--- config.mk ---
export PLATFORM = sky130hd
export DESIGN_NAME = splc_ram
export DESIGN_NICKNAME = d
export VERILOG_FILES = /design/src/hw/rtl/splc_ram.sv
export SDC_FILE = /design/constraint.sdc
export NUM_CORES = 1
export LEC_CHECK = 0
export ABC_CLOCK_PERIOD_IN_PS = 2000
export BUFFER_PORTS_ARGS = -buffer_cell sky130_fd_sc_hd__clkbuf_2
export CAP_MARGIN = 20
export CORE_MARGIN = 3
export CORE_UTILIZATION = 48
export CTS_BUF_LIST = sky130_fd_sc_hd__clkbuf_4
export DETAILED_ROUTE_END_ITERATION = 8
export HOLD_SLACK_MARGIN = 0.15
export PLACE_DENSITY = 0.75
export SYNTH_ARGS = -nofsm -noshare
export SYNTH_HDL_FRONTEND = slang
export SYNTH_SLANG_ARGS = --single-unit
--- constraint.sdc ---
create_clock -name clk -period 2 [get_ports clk]
set_input_delay 0.4 -clock clk [delete_from_list [all_inputs] [get_ports clk]]
set_output_delay 0.4 -clock clk [all_outputs]
set_load 0.005 [all_outputs]
--- src/hw/rtl/splc_ram.sv ---
`default_nettype none

module splc_ram #(
    parameter int WIDTH = 8,
    parameter int DEPTH = 16
) (
    input  wire logic                     clk,
    input  wire logic                     wr_en,
    input  wire logic [$clog2(DEPTH)-1:0] wr_addr,
    input  wire logic [WIDTH-1:0]         wr_data,
    input  wire logic                     rd_en,
    input  wire logic [$clog2(DEPTH)-1:0] rd_addr,
    output logic      [WIDTH-1:0]         rd_data
);

    logic [WIDTH-1:0] mem [DEPTH];

    always_ff @(posedge clk)
    begin
        if (wr_en)
        begin
            mem[wr_addr] <= wr_data;
        end
        if (rd_en)
        begin
            rd_data <= mem[rd_addr];
        end
    end

endmodule

`default_nettype wire

==> flow_summary.yaml <==
outcome:
  status: "completed"
critical_path:
  crit_arrival_ns: 1.77
  crit_fanout: 1
  cp_slowest_stage_delay_ns: 0.52
  slowest_stage: "mux4_1"
  crit_path_end_kind: "flop"
  r2r-start: "mem[1][5]"
  critPathKind: "reg -> reg"
  worstPathRequired_ns: 2.27
  cp-start-kind: "flop"
  r2r.worst_path.cells: 3
  startpoint: "mem[1][5]"
  crit_buf_inv: 0
  cp_top_family: "multiplexers"
  crit_chain: "mux4_1, a22oi_1, nand2_1"
  cp_num_cells: 3
sta:
  fmax_mhz: 666
  fin_setup_tns_ns: 0
  setup_ws_ns: 0.498
  tightest_slew_ns: 0.394
  rsz0062_at_grt: "no"
  fin_worst_skew_ns: 0.0173
  min_period_ns: 1.50
  relSlewSlack_pct: 73.7
  slew_viol_final: 0
  finalCritPeriodShare_pct: 75.1
  setup_viol: 0
  hold_viol_final: 0
logic_synthesis:
  synth_seq_cells: 136
  syn_inst: 229
  synthesis.nets: 248
  netlist.area_leader.share_pct: 78.1
  synthTopCellsByArea: "edfxtp_1, mux4_2, mux4_1"
  netlist_area_mm2: 0.00523
  yosys.area.top_type: "edfxtp_1"
  synth-seq-area-share_pct: 78.1
  ys_types: 18
  yosys_warnings: 0
  avgSynthCellArea_um2: 22.8
finish:
  final_common_cell: "edfxtp_1"
  final_cell_mix: "edfxtp_1, clkbuf_2, buf_4"
  drive_above_1_share_pct: 33.1
  final_nets: 305
  antenna_cells: 0
  finalInstanceArea_mm2: 0.00599
  fillers: 769
  area_growth_pct: 14.5
  final_util_pct: 57.2
placement:
  post-place-ws_ns: 0.0339
  place.gp.congestion: 0.772
  hpwlAfterDp_um: 6290
  io_buffers: 26
  place_area_mm2: 0.00564
pwr:
  p_seq_share_pct: 57.8
  power.density_mw_per_mm2: 932
  total_power_w: 0.00558
  p_sw_w: 0.00122
  swShare_pct: 21.8
  p_comb_share_pct: 5.2
  clkPwrFrac_pct: 37.0
  peakVddDrop_mv: 0.351
  intPower_w: 0.00436
  cellLeakagePower_nw: 2.02
floorplan:
  die_y_um: 110
  core_area_mm2: 0.0105
  initial_core_util_pct: 50.0
  die_x_um: 110
  ioPinCount: 27
  die_area_mm2: 0.0122
  rows: 37
clock_network:
  clkTransAtPathRegs_ns: 0.13
  ctsLongestPathBuffers: 2
  cts_buffers: 17
  cts_tree: "yes"
  cts.sinks: 136
  ctsHoldBuffers: 0
  clock_latency_ns: 0.52
  cts_resized: 0
  htree_levels: 4
  post_cts_buffers: 0
  cts_root_buffer: "clkbuf_4"
global_route:
  grt_pass1_wl_um: 14300
  grt_overflow_total: 0
  grt_max_degree: 33
  antenna_found_initial: 0
  grt_util_all_layers_pct: 17.0
  grt_pass1_vias: 2579
hold_path:
  hp-start: "rd_en"
  min_path_type: "in -> reg"
  whs_path_depth: 1
routing:
  met3WireLength_um: 673
  drtPass1Iterations: 4
  drt-total-wl_um: 9440
  ant_nets: 0
  routed.top_layer: "met4"
  num_vias: 2448
  drt-met1-wl_um: 3700
  vias_per_cell: 5.63
  first_iter_violations: 197
  wl_met2_um: 4940
  drc_errors: 0
  routedWlPerCell_um: 21.7
flow_run:
  maxCapViolCount: 0
power by group through the flow:
stage,Clock (W),Combinational [W],Sequential (W)
6_report,0.00206,0.000290,0.00323
2_1_floorplan,0,0.000162,0.00328
5_1_grt,0.00223,0.000319,0.00323
4_1_cts,0.00210,0.000298,0.00323
3_5_place_dp,0,0.000296,0.00329
3_3_place_gp,0,0.000289,0.00329
worst reg2reg max path: stages, from the launching register on:
cell	delay (ns)
edfxtp_1	0.38
mux4_1	0.52
a22oi_1	0.26
nand2_1	0.08
area by class of cell:
| class | instances | area [µm²] | share of cell area [%] |
|---|---|---|---|
| multi-input cells | 83 | 1060 | 17.7 |
| clock inverters | 15 | 214 | 3.57 |
| flip-flops and latches | 136 | 4080 | 68.2 |
| repair buffers | 48 | 333 | 5.56 |
| well taps | 136 | 170 | 2.84 |
| clock buffers | 17 | 128 | 2.13 |
registers in the layout, summed over array words and instances, names as in the netlist:
register and count:
mem 128, rd_data 8
per-stage QoR:
stage	hold WS, ns	cells
final	0.289	435
after floorplan	0.499	229
after CTS	0.260	435
after global placement	0.732	403
after global routing	0.242	435
after detailed placement	0.746	403
per-layer routing:
metal | global-route usage, % | vias to the layer above
met4 | 7.39 | 0
met3 | 3.96 | 11
li1 | - | 1099
met5 | 0 | -
met2 | 27.4 | 88
met1 | 22.5 | 1250
final timing paths:
path / to / slack [ns]
setup / recovery: rd_data[5] / 0.50
hold / removal: rd_data[0] / 0.29
setup reg to reg: rd_data[5] / 0.50
hold reg to reg: rd_data[7] / 0.77
synthesized netlist by cell type:
master           count
nor2_1              13
nor3_1               4
nand2b_1             2
mux4_1              14
mux4_2              18
clkdlybuf4s25_2      3
nand3_1              1
and2b_1              1
buf_4                1
edfxtp_1           136
a22oi_1             16
and2_1               1
nand2_1              9
nor2b_1              1
buf_6                3
buf_2                3
nand3b_1             2
or3b_2               1
kinds of logic after synthesis:
| group | Yosys count | share of synthesized area, % |
|---|---|---|
| simple gates | 35 | 3.14 |
| mux | 32 | 14.8 |
| buf+inv | 10 | 1.65 |
| flops | 136 | 78.1 |
| compound gates | 16 | 2.30 |
Note: power is estimated with default switching activity, not from simulation.
